## src/rtl/core/rmc_pkg.sv

```systemverilog
// Shared types, constants and prefix table for the RMC sentence capture block.
package rmc_pkg;

    localparam int BUF_DEPTH_DEFAULT = 128;
    localparam int PREFIX_LEN        = 6;
    localparam int RES_FIFO_DEPTH    = 4;

    localparam logic [7:0] LINE_FEED = 8'h0A;
    localparam logic [7:0] DOLLAR    = 8'h24;

    typedef struct packed {
        logic [7:0] rx_char;
        logic       pps_present;
    } rmc_in_t;

    typedef struct packed {
        logic       write_valid;
        logic [6:0] write_addr;
        logic [7:0] write_data;
        logic       sentence_done;
        logic       time_update_request;
        logic       overflow;
        logic       last;
    } rmc_out_t;

    // Results of one character: how many, then up to two result beats.
    typedef struct packed {
        logic [1:0] count;
        rmc_out_t   first;
        rmc_out_t   second;
    } rmc_pair_t;

    function automatic logic [7:0] prefix_char(input logic [2:0] idx);
        logic [7:0] ch;
        case (idx)
            3'd0:    ch = DOLLAR;
            3'd1:    ch = 8'h47;  // G
            3'd2:    ch = 8'h50;  // P
            3'd3:    ch = 8'h52;  // R
            3'd4:    ch = 8'h4D;  // M
            3'd5:    ch = 8'h43;  // C
            default: ch = 8'h00;
        endcase
        return ch;
    endfunction

endpackage

```

## src/rtl/core/rmc_parser.sv

```systemverilog
// Prefix hunt and sentence fill state, producing up to two results per character.
module rmc_parser #(
    parameter int BUF_DEPTH = rmc_pkg::BUF_DEPTH_DEFAULT
) (
    input  logic               aclk,
    input  logic               aresetn,
    input  logic               consume,
    input  rmc_pkg::rmc_in_t   in_data,
    input  logic               gps_enable,
    output rmc_pkg::rmc_pair_t pair
);

    localparam int FW = $clog2(BUF_DEPTH + 1);

    typedef enum logic [1:0] {
        PH_WAIT_DOLLAR = 2'd0,
        PH_PREFIX      = 2'd1,
        PH_BODY        = 2'd2
    } phase_t;

    phase_t          phase_reg,  phase_next;
    logic [2:0]      prefix_reg, prefix_next;
    logic [FW-1:0]   fill_reg,   fill_next;
    logic [FW-1:0]   fill_adv;
    logic [7:0]      ch;
    rmc_pkg::rmc_pair_t pair_c;

    function automatic logic [FW-1:0] advance(input logic [FW-1:0] f);
        return (f < FW'(BUF_DEPTH)) ? f + FW'(1) : f;
    endfunction

    function automatic rmc_pkg::rmc_out_t make_write(
        input logic [FW-1:0] f,
        input logic [7:0]    data,
        input logic          done,
        input logic          req,
        input logic          lst
    );
        rmc_pkg::rmc_out_t r;
        r = '0;
        if (f < FW'(BUF_DEPTH)) begin
            r.write_valid = 1'b1;
            r.write_addr  = 7'(f);
            r.write_data  = data;
        end else begin
            r.overflow = 1'b1;
        end
        r.sentence_done       = done;
        r.time_update_request = req;
        r.last                = lst;
        return r;
    endfunction

    assign ch       = in_data.rx_char;
    assign fill_adv = advance(fill_reg);

    always_comb begin
        phase_next  = phase_reg;
        prefix_next = prefix_reg;
        fill_next   = fill_reg;
        pair_c      = '0;
        case (phase_reg)
            PH_PREFIX: begin
                if (prefix_reg < 3'(rmc_pkg::PREFIX_LEN)
                    && ch == rmc_pkg::prefix_char(prefix_reg)) begin
                    pair_c.count = 2'd1;
                    pair_c.first = make_write(fill_reg, ch, 1'b0, 1'b0, 1'b1);
                    prefix_next  = prefix_reg + 3'd1;
                    fill_next    = fill_adv;
                    if (prefix_next == 3'(rmc_pkg::PREFIX_LEN)) begin
                        phase_next = PH_BODY;
                    end
                end else begin
                    // drop the partial prefix and wait for a fresh '$'
                    phase_next  = PH_WAIT_DOLLAR;
                    prefix_next = '0;
                    fill_next   = '0;
                end
            end
            PH_BODY: begin
                if (ch != rmc_pkg::LINE_FEED) begin
                    pair_c.count = 2'd1;
                    pair_c.first = make_write(fill_reg, ch, 1'b0, 1'b0, 1'b1);
                    fill_next    = fill_adv;
                end else begin
                    // store the newline, then the terminator one place further
                    pair_c.count  = 2'd2;
                    pair_c.first  = make_write(fill_reg, ch, 1'b0, 1'b0, 1'b0);
                    pair_c.second = make_write(fill_adv, 8'h00, 1'b1,
                                               gps_enable & in_data.pps_present, 1'b1);
                    phase_next    = PH_WAIT_DOLLAR;
                    prefix_next   = '0;
                    fill_next     = '0;
                end
            end
            default: begin
                if (ch == rmc_pkg::DOLLAR) begin
                    pair_c.count = 2'd1;
                    pair_c.first = make_write(fill_reg, ch, 1'b0, 1'b0, 1'b1);
                    phase_next   = PH_PREFIX;
                    prefix_next  = 3'd1;
                    fill_next    = fill_adv;
                end else begin
                    phase_next = PH_WAIT_DOLLAR;
                end
            end
        endcase
    end

    always_comb begin
        pair = pair_c;
        if (!consume) begin
            pair.count = 2'd0;
        end
    end

    always_ff @(posedge aclk) begin
        if (!aresetn) begin
            phase_reg  <= PH_PREFIX;
            prefix_reg <= '0;
            fill_reg   <= '0;
        end else if (consume) begin
            phase_reg  <= phase_next;
            prefix_reg <= prefix_next;
            fill_reg   <= fill_next;
        end
    end

endmodule

```

## src/rtl/core/rmc_result_fifo.sv

```systemverilog
// Small result queue taking up to two result beats per cycle and giving one.
module rmc_result_fifo (
    input  logic               aclk,
    input  logic               aresetn,
    input  rmc_pkg::rmc_pair_t pair,
    output logic               room,
    output logic               m_valid,
    input  logic               m_ready,
    output rmc_pkg::rmc_out_t  m_data
);

    localparam int D  = rmc_pkg::RES_FIFO_DEPTH;
    localparam int PW = $clog2(D);
    localparam int CW = $clog2(D + 1);

    rmc_pkg::rmc_out_t mem [D];
    logic [PW-1:0] wr_ptr_reg, wr_ptr_next;
    logic [PW-1:0] rd_ptr_reg, rd_ptr_next;
    logic [CW-1:0] count_reg,  count_next;
    logic          pop;

    assign room    = (count_reg <= CW'(D - 2));
    assign m_valid = (count_reg != '0);
    assign m_data  = mem[rd_ptr_reg];
    assign pop     = m_valid & m_ready;

    assign wr_ptr_next = wr_ptr_reg + PW'(pair.count);
    assign rd_ptr_next = rd_ptr_reg + PW'(pop);
    assign count_next  = count_reg + CW'(pair.count) - CW'(pop);

    always_ff @(posedge aclk) begin
        if (pair.count != 2'd0) begin
            mem[wr_ptr_reg] <= pair.first;
        end
        if (pair.count == 2'd2) begin
            mem[wr_ptr_reg + PW'(1)] <= pair.second;
        end
    end

    always_ff @(posedge aclk) begin
        if (!aresetn) begin
            wr_ptr_reg <= '0;
            rd_ptr_reg <= '0;
            count_reg  <= '0;
        end else begin
            wr_ptr_reg <= wr_ptr_next;
            rd_ptr_reg <= rd_ptr_next;
            count_reg  <= count_next;
        end
    end

endmodule

```

## src/rtl/core/nmea_rmc_sentence_capture_unit.sv

```systemverilog
// Top level of the RMC sentence capture: input register, parser, result queue.
//
//   channel   direction  handshake          payload
//   s_        in         s_valid / s_ready  rmc_in_t  (rx_char, pps_present)
//   m_        out        m_valid / m_ready  rmc_out_t (buffer write, done, flags)
//   cfg_      in         cfg_wr_en          gps_enable bit
//
// While the queue has room, one character per cycle enters the input register
// and is parsed from there; its results are written to the result queue.
// A newline gives two result beats, so with m_ready held high the block takes
// one character per cycle while the queue has room, and gives an extra beat per newline.
// s_ready stays high while the queue has room for two beats; m_ready low stalls
// the queue, then the input register. Reset clears the parse state and queue.
module nmea_rmc_sentence_capture_unit #(
    parameter int BUF_DEPTH = rmc_pkg::BUF_DEPTH_DEFAULT
) (
    input  logic              aclk,
    input  logic              aresetn,
    input  logic              cfg_wr_en,
    input  logic              cfg_wr_data,
    input  logic              s_valid,
    output logic              s_ready,
    input  rmc_pkg::rmc_in_t  s_data,
    output logic              m_valid,
    input  logic              m_ready,
    output rmc_pkg::rmc_out_t m_data
);

    logic               gps_enable_reg;
    logic               in_valid_reg, in_valid_next;
    rmc_pkg::rmc_in_t   in_data_reg;
    logic               room;
    logic               consume;
    logic               s_accept;
    rmc_pkg::rmc_pair_t pair;

    assign consume       = in_valid_reg & room;
    assign s_ready       = ~in_valid_reg | consume;
    assign s_accept      = s_valid & s_ready;
    assign in_valid_next = s_accept | (in_valid_reg & ~consume);

    always_ff @(posedge aclk) begin
        if (!aresetn) begin
            gps_enable_reg <= 1'b0;
            in_valid_reg   <= 1'b0;
        end else begin
            in_valid_reg <= in_valid_next;
            if (cfg_wr_en) begin
                gps_enable_reg <= cfg_wr_data;
            end
        end
    end

    // hold the beat until the parser takes it
    always_ff @(posedge aclk) begin
        if (s_accept) begin
            in_data_reg <= s_data;
        end
    end

    rmc_parser #(
        .BUF_DEPTH(BUF_DEPTH)
    ) u_parser (
        .aclk       (aclk),
        .aresetn    (aresetn),
        .consume    (consume),
        .in_data    (in_data_reg),
        .gps_enable (gps_enable_reg),
        .pair       (pair)
    );

    rmc_result_fifo u_fifo (
        .aclk    (aclk),
        .aresetn (aresetn),
        .pair    (pair),
        .room    (room),
        .m_valid (m_valid),
        .m_ready (m_ready),
        .m_data  (m_data)
    );

    a_done_is_last: assert property (@(posedge aclk) disable iff (!aresetn)
        m_valid && m_data.sentence_done |-> m_data.last)
        else $error("sentence_done beat without last");

    a_write_not_overflow: assert property (@(posedge aclk) disable iff (!aresetn)
        m_valid && m_data.write_valid |-> !m_data.overflow)
        else $error("beat both writes and overflows");

    a_request_with_done: assert property (@(posedge aclk) disable iff (!aresetn)
        m_valid && m_data.time_update_request |-> m_data.sentence_done)
        else $error("time update request outside a completed sentence");

    a_pair_only_on_consume: assert property (@(posedge aclk) disable iff (!aresetn)
        pair.count != 2'd0 |-> consume && room)
        else $error("results pushed without a consumed beat");

endmodule

```

## config.mk

```make
export PLATFORM = sky130hd
export DESIGN_NAME = nmea_rmc_sentence_capture_unit
export DESIGN_NICKNAME = d
export VERILOG_FILES = /design/src/rtl/core/rmc_pkg.sv /design/src/rtl/core/rmc_parser.sv /design/src/rtl/core/rmc_result_fifo.sv /design/src/rtl/core/nmea_rmc_sentence_capture_unit.sv
export SDC_FILE = /design/constraint.sdc
export NUM_CORES = 1
export LEC_CHECK = 0
export ABC_AREA = 0
export BUFFER_PORTS_ARGS = -buffer_cell sky130_fd_sc_hd__buf_2
export CORE_AREA = 2 2 84 119
export CTS_CLUSTER_DIAMETER = 40
export DETAILED_ROUTE_END_ITERATION = 16
export DIE_AREA = 0 0 86 121
export GPL_TIMING_DRIVEN = 0
export PLACE_DENSITY = 0.74
export SLEW_MARGIN = 10
export SYNTH_ARGS = -nofsm -noshare
export SYNTH_HDL_FRONTEND = slang
export SYNTH_SLANG_ARGS = --single-unit
```

## constraint.sdc

```tcl
create_clock -name aclk -period 4.54 [get_ports aclk]
set_clock_uncertainty 0.1 [all_clocks]
set_input_delay 0.227 -clock aclk [delete_from_list [all_inputs] [get_ports aclk]]
set_output_delay 0.227 -clock aclk [all_outputs]
set_load 0.005 [all_outputs]
```

==> out/qor.yml <==
power_density_nw_per_um2: 379
core_um2: 9300
vias: 3899
rows: 42
layout_common_cells: "nand2_1 (71), edfxtp_1 (57), dfxtp_1 (54)"
cp_slowest_cell: "o31ai_1"
cts.clk_slew.worst_paths_ns: 0.07
grt_max_degree: 19
final_cells: 647
htree_levels: 3
worstPathArrival_ns: 4.13
grt_setup_unrepaired: "no"
grtUsageTotal_pct: 25.5
diodes: 0
status: "complete, no violations"
place.gp.congestion: 0.932
cts_sinks: 111
drtIter0Drc: 256
route.met3.wl_um: 585
post-route-min-period_ns: 3.99
fin_crit_sh_pct: 87.9
highest_layer: "met4"
netlist_area_um2: 5500
first_global_vias: 3982
crit_chain: "buf_6, inv_1, ha_1, and2_1, o211a_1, o32ai_2, nor2_1, o31ai_1, ha_1, inv_1, ha_1, fa_1, and2_1"
path_class: "flip-flop to flip-flop"
drv_cap: 0
crit_buf_inv: 3
clock_path_buffers: 2
fmax_mhz: 251
startpoint_type: "flip-flop"
die-height_um: 121
wire_per_inst_um: 19.7
cts_root_buffer: "clkbuf_16"
synth_flop_cell: "edfxtp_1"
drive_gt1_share_pct: 17.9
antenna_found_initial: 0
placed_cells: 622
grt_first_pass_wirelength_mm: 19.8
fillers: 706
cts_resized: 0
largest_reg_flops: 80
drc_errors: 0
portBuffers: 35
synth_edf_count: 57
p_leak_uw: 0.00257
yosys_warnings: 0
drt-met1-wl_mm: 4.59
hp-class: "primary input to flip-flop"
layout.nets: 565
grt_overflow: 0
post-dp-hpwl_mm: 8.95
start_util_pct: 59.1
setup_viol: 0
via_per_inst: 6.03
reg2reg_slack_ns: 0.55
dieArea_um2: 10400
wirelength_mm: 12.8
worstPathRequired_ns: 4.68
ys_ff_latch: 111
wl_met2_mm: 7.11
slew_violations: 0
cts_tree: "built"
syn_inst: 477
areaGrowthSynthToFinish_pct: 13.0
final_common_cell: "nand2_1"
die_x_um: 86
hold_viol: 0
synthArstFlopShare_pct: 0
cp_max_fo: 9
ir_worst_vdd_mv: 0.196
worst_pin_slew_ns: 1.14
critPathCaptureType: "flip-flop"
ant_nets: 0
synth_fp_nets: 510
clkLatencyLatePin_ns: 0.34
cp_slowest_stage_delay_ns: 0.70
ys_seq_area_share_pct: 50.8
finalSetupTns_ns: 0
path_delay_family: "compound AO/OA/AOI/OAI gates"
postLayoutCoreUtil_pct: 66.8
firstDrtPassIters: 5
syn_area_per_cell_um2: 11.5
critPathMostFrequentCell: "ha_1"
slew_headroom_pct: 23.0
synthDistinctLibCells: 52
io_pins: 37
cts_buffers: 9
cell usage after synthesis (6+ instances only):
library cell	n	area share (%)
nand2_1	71	4.8
edfxtp_1	57	31
dfxtp_1	54	20
mux2i_1	34	6.2
nor2_1	29	2.0
o22ai_1	23	2.6
inv_1	21	1.4
mux4_2	20	8.2
ha_1	17	3.9
nand3_1	16	1.5
o21ai_0	12	1.1
clkbuf_1	11	0.75
xnor2_1	10	1.6
a21oi_1	8	0.73
and2_1	8	0.91
nand2b_1	8	0.91
xor2_1	8	1.3
nor2b_1	6	0.68
logic make-up (layout without fill, tap and decap cells):
logic type | count (synthesis) | count (layout) | synth area share, %
AO/OA/AOI/OAI | 68 | 68 | 9.04
adder cells (fa/ha/maj) | 18 | 18 | 4.23
flip-flops | 111 | 111 | 50.8
buffers and inverters | 42 | 102 | 3.37
XOR/XNOR | 18 | 18 | 2.87
multiplexers | 55 | 55 | 14.6
AND/OR/NAND/NOR | 165 | 165 | 15.1
power by group:
part           internal [µW]  switching, µW
Clock                    456            357
Sequential              1080           30.9
Combinational            198            231
layout make-up:
type	count	area, µm²	share of cell area (%)
Sequential cell	111	2790	45.0
Multi-Input combinational cell	324	2520	40.5
Clock buffer	14	295	4.75
Timing Repair Buffer	44	265	4.27
Tap cell	110	138	2.22
Buffer	21	106	1.71
Inverter	21	78.8	1.27
Clock inverter	2	17.5	0.282
worst register-to-register path: stages (launching register included):
cell and delay (ns):
dfxtp_1 0.40, buf_6 0.15, inv_1 0.06, ha_1 0.31, and2_1 0.17, o211a_1 0.21, o32ai_2 0.44, nor2_1 0.24
o31ai_1 0.70, ha_1 0.35, inv_1 0.06, ha_1 0.15, fa_1 0.40, and2_1 0.16
per-layer routing:
layer / track usage, % / up-vias
met2: 47.9 / 142
li1: - / 1848
met5: 0 / -
met3: 3.88 / 40
met4: 12.5 / 0
met1: 27.0 / 1869
path summary, 6_finish.rpt:
path | depth (start not counted) | startpoint | end
worst max-delay path | 13 | u_parser.prefix_reg[2] | u_fifo.count_reg[1]
worst min-delay path | 3 | s_valid | in_valid_reg
worst max register to register | 13 | u_parser.prefix_reg[2] | u_fifo.count_reg[1]
worst min register to register | 2 | u_fifo.mem[2][6] | u_fifo.mem[2][6]
timing repair:
item                       CTS  global route
buffers inserted             0             0
hold buffers                 9             0
setup endpoints to repair    0             0
hold endpoints to repair     9             0
per-stage QoR:
step | cell area (µm²) | hold WS [ns] | setup slack [ns] | total power (µW)
3_3_place_gp | 5810 | 0.303 | 0.609 | 1550
4_1_cts | 6210 | 0.0108 | 0.547 | 2370
6_report | 6210 | 0.0179 | 0.550 | 2350
2_1_floorplan | 5500 | 0.226 | 1.07 | 1440
5_1_grt | 6210 | 0.0429 | 0.279 | 2440
3_5_place_dp | 5810 | 0.305 | 0.561 | 1560
Note: power is estimated with default switching activity, not from simulation.
